==> config.mk <==
export PLATFORM = sky130hd
export DESIGN_NAME = oaks_probe_gen
export DESIGN_NICKNAME = d
export VERILOG_FILES = /design/src/oaks_pkg.sv /design/src/oaks_probe_gen.sv
export SDC_FILE = /design/constraint.sdc
export NUM_CORES = 1
export LEC_CHECK = 0
export BUFFER_PORTS_ARGS = -buffer_cell sky130_fd_sc_hd__buf_4
export CAP_MARGIN = 25
export CORE_UTILIZATION = 55
export DETAILED_ROUTE_END_ITERATION = 6
export PLACE_DENSITY = 0.75
export SLEW_MARGIN = 20
export SYNTH_ARGS = -nofsm -noshare
export SYNTH_HDL_FRONTEND = slang
export SYNTH_SLANG_ARGS = --single-unit
==> constraint.sdc <==
create_clock -name clock -period 9.4 [get_ports clock]
set_input_delay 0.47 -clock clock [delete_from_list [all_inputs] [get_ports clock]]
set_output_delay 0.47 -clock clock [all_outputs]
set_load 0.02 [all_outputs]
==> src/oaks_pkg.sv <==
// Shared types and constants for the open-address key set.
// Depends on nothing; every module of the block imports it.
`timescale 1ns / 1ps
`default_nettype none

package oaks_pkg;

   localparam int KEY_W     = 32;
   localparam int SLOT_W    = 10;
   localparam int TS_W      = 11;
   localparam int TS_RESET  = 1024;
   localparam int DIV_BITS  = 4;
   localparam int DIV_STEPS = KEY_W / DIV_BITS;
   localparam int DIV_CNT_W = $clog2(DIV_STEPS);

   localparam logic [KEY_W-1:0] EMPTY_WORD = '0;
   localparam logic [KEY_W-1:0] TOMBSTONE  = '1;

   typedef enum logic [1:0] {
      REQ_ADD    = 2'd0,
      REQ_FIND   = 2'd1,
      REQ_REMOVE = 2'd2,
      REQ_CLEAR  = 2'd3
   } req_kind_type;

   typedef enum logic [2:0] {
      ST_CLEAR,
      ST_IDLE,
      ST_DIV,
      ST_PROBE,
      ST_CHECK,
      ST_DONE
   } state_type;

   typedef struct packed {
      logic start;
      logic advance;
   } probe_ctl_type;

endpackage

`default_nettype wire

==> src/oaks_probe_gen.sv <==
// Quadratic probe address generator: home, +1, -1, +4, -4, ... mod n.
// Squares kept incrementally mod n; depends on oaks_pkg for the control struct.
`timescale 1ns / 1ps
`default_nettype none

module oaks_probe_gen #(
   parameter int N_W    = 11,
   parameter int ADDR_W = 10
) (
   input  wire                          clock,
   input  wire  oaks_pkg::probe_ctl_type ctl,
   input  wire  [N_W-1:0]               modulus,
   input  wire  [N_W-1:0]               home,
   output logic [ADDR_W-1:0]            addr,
   output logic                         more
);
   import oaks_pkg::*;

   logic [N_W-1:0] m_ff,  m_in;
   logic [N_W-1:0] sq_ff, sq_in;
   logic [N_W-1:0] d_ff,  d_in;
   logic           neg_ff, neg_in;

   logic [N_W:0] sq_sum, d_sum, pos_sum, neg_dif;

   always_comb begin
      sq_sum = {1'b0, sq_ff} + {1'b0, d_ff};
      if (sq_sum >= {1'b0, modulus}) begin
         sq_sum = sq_sum - {1'b0, modulus};
      end
      d_sum = {1'b0, d_ff} + (N_W + 1)'(2);
      if (d_sum >= {1'b0, modulus}) begin
         d_sum = d_sum - {1'b0, modulus};
      end
      m_in   = m_ff;
      sq_in  = sq_ff;
      d_in   = d_ff;
      neg_in = neg_ff;
      if (ctl.start) begin
         m_in   = '0;
         sq_in  = '0;
         d_in   = N_W'(1);
         neg_in = 1'b1;
      end else if (ctl.advance) begin
         if (neg_ff) begin
            m_in   = m_ff + 1'b1;
            sq_in  = sq_sum[N_W-1:0];
            d_in   = d_sum[N_W-1:0];
            neg_in = 1'b0;
         end else begin
            neg_in = 1'b1;
         end
      end
   end

   always_ff @(posedge clock) begin
      m_ff   <= m_in;
      sq_ff  <= sq_in;
      d_ff   <= d_in;
      neg_ff <= neg_in;
   end

   always_comb begin
      pos_sum = {1'b0, home} + {1'b0, sq_ff};
      if (pos_sum >= {1'b0, modulus}) begin
         pos_sum = pos_sum - {1'b0, modulus};
      end
      if (home >= sq_ff) begin
         neg_dif = {1'b0, home} - {1'b0, sq_ff};
      end else begin
         neg_dif = {1'b0, home} + {1'b0, modulus} - {1'b0, sq_ff};
      end
      addr = neg_ff ? neg_dif[ADDR_W-1:0] : pos_sum[ADDR_W-1:0];
      more = ({1'b0, m_ff} + 1'b1) < {1'b0, modulus};
   end

endmodule

`default_nettype wire

== Yosys cells after proc, flatten, opt, wreduce, memory -nomap -nowiden ==
Cells that the tools add are included.

* Add/subtract/negate cells: 11
* $lt $le $gt $ge: 5
* Multiplexer cells: 6
* Reductions and logical operators: 1

{| class="wikitable"
|+ Operator list
! operator !! number
|-
| >= comparator 12 x 11 -> 1 bit || 3
|-
| two-way mux 10 bit || 3
|-
| subtractor 10 bit || 3
|-
| adder 11 x 11 -> 12 bit || 2
|-
| two-way mux 11 bit || 2
|-
| subtractor 11 bit || 2
|-
| adder 11 x 1 -> 12 bit (second input constant) || 1
|-
| adder 11 x 2 -> 12 bit (second input constant) || 1
|-
| < comparator 12 x 11 -> 1 bit || 1
|-
| adder 11 x 1 -> 11 bit (second input constant) || 1
|-
| >= comparator 11 bit || 1
|-
| adder 10 bit || 1
|-
| AND reduction 2 bit || 1
|-
| two-way mux 1 bit || 1
|}

* Register bits after elaboration: 34
* Output and inout port bits: 11
* Logic and storage cells: 27

== Logic depth before layout (Yosys ltp) ==
* Word-level depth: 4
* Mapped depth: 16

== Worst setup path before layout ==
No wires, ideal clock.

* Path type: flip-flop to output port
* Start point: register sq_ff[1]
* End point: output port addr[8]
* Arrival time: 3.640 ns
* Slack: 5.290 ns
* Stages on the path, launching flop included: 16
* Path buffers: 0
* Cells stage by stage: dfxtp_1 -> inv_1 -> ha_1 -> nand2b_1 -> a221oi_1 -> o21ai_0 -> nand2b_1 -> xnor2_1 -> ha_1 -> nand2_1 -> nor2_1 -> a311oi_1 -> o211ai_1 -> nor2_4 -> mux2_2 -> mux2_2

* Word-level cells in the longest chain between the ends: 4
* Elaborated cells on any way between the ends: 9
* Classes of those cells: add/sub: 4; order compare: 2; mux: 3

{| class="wikitable"
|+ Ends and longest elaborated chain
! what !! line !! text
|-
| from (decl) || oaks_probe_gen.sv:20 || <nowiki>logic [N_W-1:0] sq_ff, sq_in;</nowiki>
|-
| from (signal assigned) || oaks_probe_gen.sv:58 || <nowiki>sq_ff <= sq_in;</nowiki>
|-
| adder 11 x 11 -> 12 bit || oaks_probe_gen.sv:64 || <nowiki>pos_sum = {1'b0, home} + {1'b0, sq_ff};</nowiki>
|-
| subtractor 10 bit or >= comparator 12 x 11 -> 1 bit (tied branches) || oaks_probe_gen.sv:66, oaks_probe_gen.sv:65 ||
|-
| two-way mux 10 bit || oaks_probe_gen.sv:65 || <nowiki>if (pos_sum >= {1'b0, modulus}) begin</nowiki>
|-
| two-way mux 10 bit * || oaks_probe_gen.sv:73 || <nowiki>addr = neg_ff ? neg_dif[ADDR_W-1:0] : pos_sum[ADDR_W-1:0];</nowiki>
|-
| to (decl) || oaks_probe_gen.sv:14 || <nowiki>output logic [ADDR_W-1:0] addr,</nowiki>
|}

Mark *: on every way between the ends. The rest lies on a longest branch, timed or not.

== Worst setup path in the final report ==
Same ends and word-level chain as after synthesis.

==> flow_metrics.tcl <==
set metrics [dict create \
    status "complete, no violations" \
    max_freq_mhz 199.2 \
    cts_sinks 34 \
    worst_slew_pin_slew_ps 869.3 \
    clockRootBuffer "clkbuf_8" \
    die_h_um 105.0 \
    overflow 0 \
    synth_commonest_cells "87 x ha_1, 77 x inv_1, 71 x nor2_1" \
    rsz0062_at_grt "no" \
    ys.flop_type "dfxtp_1" \
    fin_nets 913 \
    io_pins 36 \
    synth_edf_count 0 \
    power_density_mw_per_mm2 201.4 \
    wl_um 15300 \
    peakVddDrop_mv 0.1262 \
    syn2layout_area_growth_pct 7.448 \
    synth_area_per_cell_sq_um 7.610 \
    hold_end "neg_ff$_SDFFE_PP1P_" \
    worstPathMaxFanout 9 \
    p_leak_nw 2.883 \
    htree_levels 2 \
    drc 0 \
    wl_per_cell_um 16.58 \
    start_util 0.5672 \
    via_count 5545 \
    post_cts_resized 0 \
    grt_pass1_wl_um 25090 \
    multi_input_area_sq_mm 0.004755 \
    critPathRequiredTime_ps 8930 \
    gp_congestion 0.9374 \
    post-cts-setup-buffer-count 0 \
    maxCapViolations 0 \
    drive_gt1_frac 0.07878 \
    regArea_sq_um 680.7 \
    post-synth-top-count-cell "ha_1" \
    slowest_stage "dfxtp_1" \
    place_area_sq_mm 0.006172 \
    grt_pass1_vias 5401 \
    syn_area_sq_mm 0.005829 \
    drtPass1Iterations 5 \
    path_clk_slew_ps 80 \
    fillCellCount 973 \
    yosys.area.top_type "ha_1" \
    cts_made_buffers 5 \
    finalSetupViolations 0 \
    grt_usage 0.2802 \
    cp_cell_sequence "inv_1 -> ha_1 -> nand2b_1 -> a221oi_1 -> o21ai_0 -> nand2b_1 -> xnor2_1 -> ha_1 -> nand2_1 -> nor2_1 -> a311oi_1 -> o211ai_1 -> nor2_4 -> mux2_2 -> mux2_2 -> buf_4" \
    holdPathStages 3 \
    syn_nets 893 \
    yosysTopAreaCellShare 0.1867 \
    fin_setup_tns_ps 0 \
    start_kind "flop" \
    cp_top_family "compound AO/OA/AOI/OAI gates" \
    post-route-period-util 0.5340 \
    synthArstFlopShare 0 \
    crit_arrival_ps 4550 \
    yosysUniqueCellTypes 66 \
    clk_path_buf_depth 2 \
    holdCritPathClass "primary input to flop" \
    dpl.hpwl_um 12330 \
    r2r-start "sq_ff[1]$_SDFFE_PP0P_" \
    antenna_cells 0 \
    synth-seq-cells 34 \
    drtIter0Drc 380 \
    worst-path-stages 16 \
    relSlewSlack 0.4191 \
    maxSlewViolCount 0 \
    finClkSkew_ps 9.266 \
    hold_viol_final 0 \
    core_area_sq_mm 0.01028 \
    ys_warn_count 0 \
    max_stage_delay_ps 520 \
    period_minus_slack_ps 5019 \
    worstSetupPathType "flop to output pin" \
    setup_ws_ps 4381 \
    vias_per_cell 6.008 \
    ys_top_cells_by_area "ha_1 19%, dfxtp_1 12%, xnor2_1 6.9%" \
    path_buf_inv 2 \
    antenna_left 0 \
    design_area_sq_mm 0.006264 \
    dieWidth_um 105.0 \
    antenna_found_initial 0 \
    cp-end-kind "output pin" \
    cts_tree "built" \
    grt_start_max_net_pins 39 \
    hold_buffers 0 \
    rrSetupSlack_ps 5080 \
    pre_cts_ws_ps 4697 \
    die-area_sq_mm 0.01101 \
    holdCritStartpoint "ctl[0]" \
    r2r_cells 14 \
    clock_latency_ps 290 \
    ys_seq_area_frac 0.1168 \
    portBuffers 35 \
    synthesis.instances 766 \
    num_rows 37 \
    r2r-end "sq_ff[4]$_SDFFE_PP0P_" \
]
cells in the final DEF, fill, tap and decap left out, types with 4 or more instances in the layout:
| cell type | count |
|---|---|
| ha_1 | 87 |
| inv_1 | 77 |
| nor2_1 | 71 |
| a21oi_1 | 58 |
| nand2_1 | 47 |
| xnor2_1 | 46 |
| o21ai_0 | 41 |
| buf_4 | 37 |
| dfxtp_1 | 34 |
| xor2_1 | 28 |
| mux2i_1 | 27 |
| nand3_1 | 25 |
| o21a_1 | 16 |
| nor3_1 | 16 |
| fa_1 | 15 |
| a211oi_1 | 13 |
| nor2b_1 | 12 |
| nand2b_1 | 10 |
| nand4_1 | 9 |
| or3_1 | 8 |
| a21o_1 | 8 |
| and3_1 | 7 |
| mux2_2 | 7 |
| a31oi_1 | 7 |
| clkbuf_8 | 6 |
| nor4_1 | 5 |
| a221oi_1 | 4 |
| o211ai_1 | 4 |
| o31ai_1 | 4 |
per-stage QoR:
step / instances / total power [W] / util / hold WS (ps)
detailed placement: 915 / 0.001133 / 0.6006 / 476.0
floorplan: 766 / 0.0008993 / - / 453.6
global placement: 915 / 0.001105 / 0.6006 / 463.6
global route: 923 / 0.001363 / 0.6094 / 483.5
finish: 923 / 0.001261 / 0.6094 / 455.9
CTS: 923 / 0.001254 / 0.6094 / 457.3
worst max path at each step:
stage | from | to | slack [ps]
final | sq_ff[1]$_SDFFE_PP0P_ | addr[8] | 4380
after global routing | sq_ff[1]$_SDFFE_PP0P_ | addr[8] | 3990
after CTS | sq_ff[1]$_SDFFE_PP0P_ | addr[8] | 4360
after detailed placement | sq_ff[1]$_SDFFE_PP0P_ | addr[8] | 4700
after global placement | sq_ff[1]$_SDFFE_PP0P_ | addr[8] | 4790
after floorplan | sq_ff[1]$_SDFFE_PP0P_ | addr[8] | 5290
layout make-up:
type                            count  area share
Multi-Input combinational cell    631      0.7591
Sequential cell                    34      0.1087
Tap cell                          136     0.02717
Clock inverter                      1   0.0007990
Clock buffer                        7     0.01378
Inverter                           77     0.04614
Timing Repair Buffer               37     0.04435
sequential cells by signal, indices dropped and copies added (netlist names):
signal	count
m_ff	11
neg_ff	1
sq_ff	11
d_ff	11
where the power goes:
group / total [W] / internal (W) / switching [W]
Clock: 0.000118 / 0.0000593 / 0.0000586
Combinational: 0.000961 / 0.000421 / 0.000540
Sequential: 0.000182 / 0.000157 / 0.0000249
metal layers:
| layer | global-route usage | part of all wire | vias to the layer above |
|---|---|---|---|
| met5 | 0 | 0 | - |
| met4 | 0.1107 | 0.033 | 0 |
| met3 | 0.03057 | 0.041 | 46 |
| met2 | 0.5360 | 0.51 | 163 |
| met1 | 0.3137 | 0.42 | 2581 |
| li1 | - | - | 2755 |
cells by family (layout without fill, tap and decap cells):
logic type	Yosys count	in the layout	synth area share
fa+ha+maj	102	102	0.2382
compound gates	194	194	0.2159
buf+inv	101	122	0.06761
xor+xnor	74	74	0.1112
simple gates	227	227	0.1904
flops	34	34	0.1168
mux	34	34	0.05988
tightest hold or removal path, cell delays in order:
cell     delay (ps)
buf_4            90
nor2_1           30
o21ai_0         120
No activity file was read; power rests on OpenSTA's default activity.
