File: src/oaks_pkg.sv
// Shared types and constants for the open-address key set.
// Depends on nothing; every module of the block imports it.
`timescale 1ns / 1ps
`default_nettype none

package oaks_pkg;

   localparam int KEY_W     = 32;
   localparam int SLOT_W    = 10;
   localparam int TS_W      = 11;
   localparam int TS_RESET  = 1024;
   localparam int DIV_BITS  = 4;
   localparam int DIV_STEPS = KEY_W / DIV_BITS;
   localparam int DIV_CNT_W = $clog2(DIV_STEPS);

   localparam logic [KEY_W-1:0] EMPTY_WORD = '0;
   localparam logic [KEY_W-1:0] TOMBSTONE  = '1;

   typedef enum logic [1:0] {
      REQ_ADD    = 2'd0,
      REQ_FIND   = 2'd1,
      REQ_REMOVE = 2'd2,
      REQ_CLEAR  = 2'd3
   } req_kind_type;

   typedef enum logic [2:0] {
      ST_CLEAR,
      ST_IDLE,
      ST_DIV,
      ST_PROBE,
      ST_CHECK,
      ST_DONE
   } state_type;

   typedef struct packed {
      logic start;
      logic advance;
   } probe_ctl_type;

endpackage

`default_nettype wire

File: src/oaks_mod_unit.sv
// Key modulo table size, restoring remainder, four key bits per cycle.
// Depends on oaks_pkg for key width and step count.
`timescale 1ns / 1ps
`default_nettype none

module oaks_mod_unit #(
   parameter int N_W = 11
) (
   input  wire                        clock,
   input  wire                        reset,
   input  wire                        start,
   input  wire  [oaks_pkg::KEY_W-1:0] key,
   input  wire  [N_W-1:0]             modulus,
   output logic                       done,
   output logic [N_W-1:0]             rem
);
   import oaks_pkg::*;

   logic                 busy_ff,  busy_in;
   logic                 done_ff,  done_in;
   logic [DIV_CNT_W-1:0] cnt_ff,   cnt_in;
   logic [KEY_W-1:0]     shift_ff, shift_in;
   logic [N_W-1:0]       rem_ff,   rem_in;

   always_comb begin
      logic [N_W:0]     t;
      logic [N_W-1:0]   r;
      logic [KEY_W-1:0] s;
      t        = '0;
      r        = rem_ff;
      s        = shift_ff;
      busy_in  = busy_ff;
      done_in  = 1'b0;
      cnt_in   = cnt_ff;
      shift_in = shift_ff;
      rem_in   = rem_ff;
      if (start) begin
         busy_in  = 1'b1;
         cnt_in   = '0;
         shift_in = key;
         rem_in   = '0;
      end else if (busy_ff) begin
         for (int i = 0; i < DIV_BITS; i++) begin
            t = {r, s[KEY_W-1]};
            s = {s[KEY_W-2:0], 1'b0};
            if (t >= {1'b0, modulus}) begin
               t = t - {1'b0, modulus};
            end
            r = t[N_W-1:0];
         end
         shift_in = s;
         rem_in   = r;
         cnt_in   = cnt_ff + 1'b1;
         if (cnt_ff == DIV_CNT_W'(DIV_STEPS - 1)) begin
            busy_in = 1'b0;
            done_in = 1'b1;
         end
      end
   end

   always_ff @(posedge clock) begin
      if (reset) begin
         busy_ff <= 1'b0;
         done_ff <= 1'b0;
         cnt_ff  <= '0;
      end else begin
         busy_ff <= busy_in;
         done_ff <= done_in;
         cnt_ff  <= cnt_in;
      end
      shift_ff <= shift_in;
      rem_ff   <= rem_in;
   end

   assign done = done_ff;
   assign rem  = rem_ff;

endmodule

`default_nettype wire

File: config.mk
export PLATFORM = sky130hd
export DESIGN_NAME = oaks_mod_unit
export DESIGN_NICKNAME = d
export VERILOG_FILES = /design/src/oaks_pkg.sv /design/src/oaks_mod_unit.sv
export SDC_FILE = /design/constraint.sdc
export NUM_CORES = 1
export LEC_CHECK = 0
export BUFFER_PORTS_ARGS = -buffer_cell sky130_fd_sc_hd__buf_2
export CAP_MARGIN = 30
export CORE_MARGIN = 2
export CORE_UTILIZATION = 30
export CTS_CLUSTER_DIAMETER = 60
export CTS_CLUSTER_SIZE = 40
export DETAILED_ROUTE_END_ITERATION = 8
export SLEW_MARGIN = 20
export SYNTH_ARGS = -nofsm -noshare
export SYNTH_HDL_FRONTEND = slang
export SYNTH_SLANG_ARGS = --single-unit
File: constraint.sdc
create_clock -name clock -period 16.8 [get_ports clock]
set_input_delay 0.84 -clock clock [delete_from_list [all_inputs] [get_ports clock]]
set_output_delay 0.84 -clock clock [all_outputs]
set_load 0.02 [all_outputs]
**Word level (Yosys, flattened, before mapping)**

Cells that the tools add are included.

- $add $sub $neg: 5
- Magnitude comparators: 4
- Equality and inequality tests: 1
- Mux-type cells: 16
- Bitwise operators: 1
- Reduce and logical (&&, ||, !) cells: 3

Operator list:

| operator | number |
|---|---|
| $mux W11 | 10 |
| $mux W32 | 2 |
| $ge A12 B11 Y1 | 4 |
| $sub A11 B11 Y11 | 4 |
| $mux W1 | 4 |
| $add A3 B1 Y3 const B | 1 |
| $eq A3 B3 Y1 const B | 1 |
| $reduce_or A3 Y1 | 1 |
| $reduce_bool A2 Y1 | 1 |
| $reduce_or A2 Y1 | 1 |
| $not A1 Y1 | 1 |

- Register bits: 48
- Input bits: 46
- Output and inout port bits: 12
- Logic and storage cells: 35

**Longest topological paths before layout**

- Depth in word-level cells: 14
- Depth in mapped cells: 40
- Gate-level depth less buffers: 36

**Least setup slack after synthesis**

Ideal clock, no wire load.

- Path type: in2reg
- Start: input port modulus[0]
- End: register rem_ff[9], in the netlist rem[9]
- Setup time: 0.091 ns
- Data arrival time: 8.908 ns
- Required time: 16.709 ns
- Path slack: 7.801 ns
- Stages: 34
- Buffers on the path: 2
- Cell sequence: ha_1 > fa_1 > nand2b_1 > a211oi_2 > o31a_1 > or2_2 > buf_4 > mux2_2 > ha_1 > a21o_1 > a221oi_2 > o21ai_2 > a22o_1 > o21ba_1 > mux2_2 > ha_1 > a21o_1 > a221oi_1 > nand2_1 > a21oi_1 > o21ai_0 > a211oi_4 > buf_2 > mux2_2 > ha_1 > and3_1 > o21ai_0 > a31oi_1 > o221a_2 > o21ai_0 > nor2b_1 > and3_4 > or4b_1 > a311oi_1

- Cells in the longest elaborated chain, start to end: 14
- Elaborated cells between the ends (all ways): 18
- Those cells by class: 4 x add/sub; 4 x order compare; 10 x mux

RTL lines:

| item | RTL line | text |
|---|---|---|
| from (decl) | oaks_mod_unit.sv:13 | `input wire [N_W-1:0] modulus,` |
| $sub A11 B11 Y11 or $ge A12 B11 Y1 (tied branches) | oaks_mod_unit.sv:47, oaks_mod_unit.sv:46 |  |
| $mux W11 | oaks_mod_unit.sv:46 | `if (t >= {1'b0, modulus}) begin` |
| $mux W11 | oaks_mod_unit.sv:42 | `end else if (busy_ff) begin` |
| $mux W11 | oaks_mod_unit.sv:37 | `if (start) begin` |
| $sub A11 B11 Y11 or $ge A12 B11 Y1 (tied branches) | oaks_mod_unit.sv:47, oaks_mod_unit.sv:46 |  |
| $mux W11 | oaks_mod_unit.sv:46 |  |
| $mux W11 | oaks_mod_unit.sv:42 |  |
| $mux W11 | oaks_mod_unit.sv:37 |  |
| $sub A11 B11 Y11 or $ge A12 B11 Y1 (tied branches) | oaks_mod_unit.sv:47, oaks_mod_unit.sv:46 |  |
| $mux W11 | oaks_mod_unit.sv:46 |  |
| $mux W11 | oaks_mod_unit.sv:42 |  |
| $mux W11 | oaks_mod_unit.sv:37 |  |
| $sub A11 B11 Y11 or $ge A12 B11 Y1 (tied branches) | oaks_mod_unit.sv:47, oaks_mod_unit.sv:46 |  |
| $mux W11 * | oaks_mod_unit.sv:46 |  |
| to (signal assigned) | oaks_mod_unit.sv:72 | `rem_ff <= rem_in;` |
| to (decl) | oaks_mod_unit.sv:23 | `logic [N_W-1:0] rem_ff, rem_in;` |

Every way passes the cells marked *; elsewhere a longest branch is shown, timed or not. The select of a mux whose other input is x is not followed.
A chain may end at the register's enable or synchronous reset.

**Worst setup path after layout**

Same ends and word-level chain as after synthesis.

==> results.py <==
metrics = {
    "sta": {
        "finalCriticalPeriod_ps": 10320,
        "rsz0062_at_grt": "no",
        "slew_headroom": 0.3684,
        "final_hold_viol_count": 0,
        "worst_slew_pin_slew_ps": 945.4,
        "finalSetupViolCount": 0,
        "fmax_ghz": 0.09691,
        "fin_crit_sh": 0.6142,
        "skew_ps": 2.671,
        "final_max_slew_viol_count": 0,
        "fin_setup_tns_ps": 0,
    },
    "global_routing": {
        "antenna_found_initial": 0,
        "track_usage": 0.1503,
        "grt_pass1_wl_um": 19500,
        "grt_pass1_vias": 3991,
        "grt_overflow": 0,
        "grt_start_max_net_pins": 43,
    },
    "routing": {
        "post_drt_wl_per_cell_um": 16.55,
        "ant_nets": 0,
        "viasPerCell": 5.382,
        "drt-pass1-iter-count": 4,
        "vias": 3794,
        "drcViolationCount": 0,
        "wl_um": 11670,
        "drt_iter0_markers": 280,
    },
    "clock_tree": {
        "cts_buffers": 5,
        "cts.sinks": 48,
        "cts_tree": "done",
        "clk_latency_ps": 280,
        "clockBufferDepth": 2,
        "cts_setup_buffers": 0,
        "htree_num_levels": 2,
        "clk_pin_slew_ps": 70,
        "cts_resized": 0,
        "cts-root-buf": "clkbuf_16",
        "hold_buffers": 0,
    },
    "worst_hold_path": {
        "hp-start": "cnt_ff[0]$_SDFFE_PP0P_",
        "holdPathStages": 2,
        "hold_class": "register to register",
        "holdPathEnd": "cnt_ff[0]$_SDFFE_PP0P_",
    },
    "critical_path": {
        "worstPathMaxFanout": 19,
        "slowest_delay_ps": 760,
        "endpoint_kind": "register",
        "r2r-start": "shift_ff[31]$_DFFE_PP_",
        "rrSetupSlack_ps": 6760,
        "cp.arrival_ps": 10520,
        "cpMostUsedCell": "ha_1",
        "timing.rr.end": "rem[9]$_SDFFE_PP0P_",
        "r2r_cells": 33,
        "cpMaxStageDelayCell": "o21bai_1",
        "crit_path_start_kind": "input port",
        "worstSetupPathType": "input port to register",
        "required_ps": 17000,
    },
    "logic_synthesis": {
        "synthFlopType": "edfxtp_1",
        "synth_nets": 564,
        "synth.distinct_cells": 65,
        "yosysSeqAreaShare": 0.2888,
        "synth-edff-count": 32,
        "ys_ff_latch": 48,
        "syn_area_mm2": 0.004437,
        "synth_cells": 468,
        "yosys_warnings": 0,
        "avgSynthCellArea_um2": 9.480,
        "async_reset_ff_frac": 0,
    },
    "floorplanning": {
        "io_pins": 58,
        "die_y_um": 125.6,
        "die_x_um": 125.6,
        "coreArea_mm2": 0.01448,
        "dieArea_mm2": 0.01578,
        "rows": 44,
        "floorplan.initialDensity": 0.3064,
    },
    "place": {
        "gp_congestion": 0.9737,
        "dp_hpwl_um": 9223,
        "port_buffers": 57,
    },
    "final_layout": {
        "drive_gt1_frac": 0.2399,
        "final-seq-area_mm2": 0.001281,
        "diodes": 0,
        "multi_input_comb_area_mm2": 0.002964,
        "num-fill-cells": 1442,
        "layout.nets": 616,
        "areaGrowthSynthToFinish_pct": 14.44,
    },
    "status": {
        "outcome": "completed",
    },
    "job": {
        "cap_violations": 0,
    },
}
[state kept, by name, indices dropped and copies added (netlist names)]
signal,cells
busy_ff,1
done,1
rem,11
shift_ff,32
cnt_ff,3
[cell usage after synthesis, drive strengths merged (3+ instances only)]
master	n	area share
a221oi	4	0.0093
and3	10	0.015
mux2	45	0.12
nand4	3	0.0042
a21o	11	0.019
nor2	24	0.020
dfxtp	16	0.072
mux2i	5	0.011
a21oi	27	0.030
edfxtp	32	0.22
fa	4	0.018
nand2	27	0.023
nor4	3	0.0042
buf	6	0.0085
nor2b	10	0.014
a22o	3	0.0059
xnor2	19	0.038
nor3	14	0.016
o31a	3	0.0059
nand3	8	0.0090
ha	46	0.13
o211ai	4	0.0068
o21ai	24	0.028
or2	3	0.0042
a31oi	4	0.0056
xor2	8	0.016
and2	5	0.0071
inv	33	0.028
o21a	7	0.012
o311ai	5	0.0099
or3	4	0.0056
a211oi	8	0.017
clkbuf	8	0.0068
nand2b	5	0.0071
[worst max-delay path, delay by kind of cell]
kind	cells	cell delay (ps)
fa+ha+maj	5	1690
compound gates	14	4170
simple gates	10	2380
mux	3	1270
buf+inv	1	140
[logic make-up (layout without fill, tap and decap cells)]
kind of cell	count (synthesis)	after routing	share of synthesized area
simple gates	125	125	0.1475
compound gates	121	121	0.1932
fa+ha+maj	50	50	0.1478
mux	50	50	0.1263
flops	48	48	0.2888
buf+inv	47	100	0.04315
xor+xnor	27	27	0.05330
[final cells by class]
type / instances / area share
clock buffers: 6 / 0.02735
well taps: 184 / 0.04534
inverters: 33 / 0.02440
repair buffers: 59 / 0.05914
flip-flops and latches: 48 / 0.2523
multi-input cells: 373 / 0.5838
clock inverters: 2 / 0.007639
[metrics by stage]
step | hold WS, ps | instances | setup WS [ps] | util | instance area [µm²]
finish | 533.6 | 705 | 6481 | 0.3507 | 5077
global route | 563.9 | 705 | 5637 | 0.3507 | 5077
CTS | 540.1 | 705 | 6616 | 0.3507 | 5077
detailed placement | 526.7 | 697 | 6329 | 0.3384 | 4900
global placement | 517.5 | 697 | 6614 | 0.3384 | 4900
floorplan | 497.2 | 468 | 7801 | - | 4437
[cells in the final DEF (no fill, tap or decap), types with 6 or more instances in the layout]
cell type | netlist | routed
nand2_1 | 27 | 27
o21ai_0 | 23 | 23
a21o_1 | 11 | 11
mux2_2 | 44 | 44
xnor2_1 | 19 | 19
nand3_1 | 8 | 8
ha_1 | 46 | 46
inv_1 | 33 | 33
and3_1 | 9 | 9
xor2_1 | 8 | 8
dfxtp_1 | 16 | 16
nor2b_1 | 10 | 10
a21oi_1 | 27 | 27
edfxtp_1 | 32 | 32
a211oi_1 | 6 | 6
nor2_1 | 24 | 24
o21a_1 | 7 | 7
buf_2 | 3 | 57
nor3_1 | 14 | 14
[worst max-delay path by stage]
stage                    start             endpoint  depth (start not counted)
floorplan           modulus[0]  rem[9]$_SDFFE_PP0P_                         34
global placement    modulus[0]  rem[9]$_SDFFE_PP0P_                         33
detailed placement  modulus[0]  rem[9]$_SDFFE_PP0P_                         33
CTS                 modulus[0]  rem[9]$_SDFFE_PP0P_                         33
global route        modulus[0]  rem[9]$_SDFFE_PP0P_                         33
finish              modulus[0]  rem[9]$_SDFFE_PP0P_                         33
[per-layer routing]
metal  up-vias  global-route usage  part of all wire
met2       114              0.2534              0.47
li1       1847                   -                 -
met1      1809              0.1927              0.45
met5         -                   0                 0
met3        24             0.02676             0.057
met4         0             0.05556             0.024
Power is left out: the tool's default activity adds up to more than one toggle a clock period on the data nets, which glitch-free logic cannot reach.
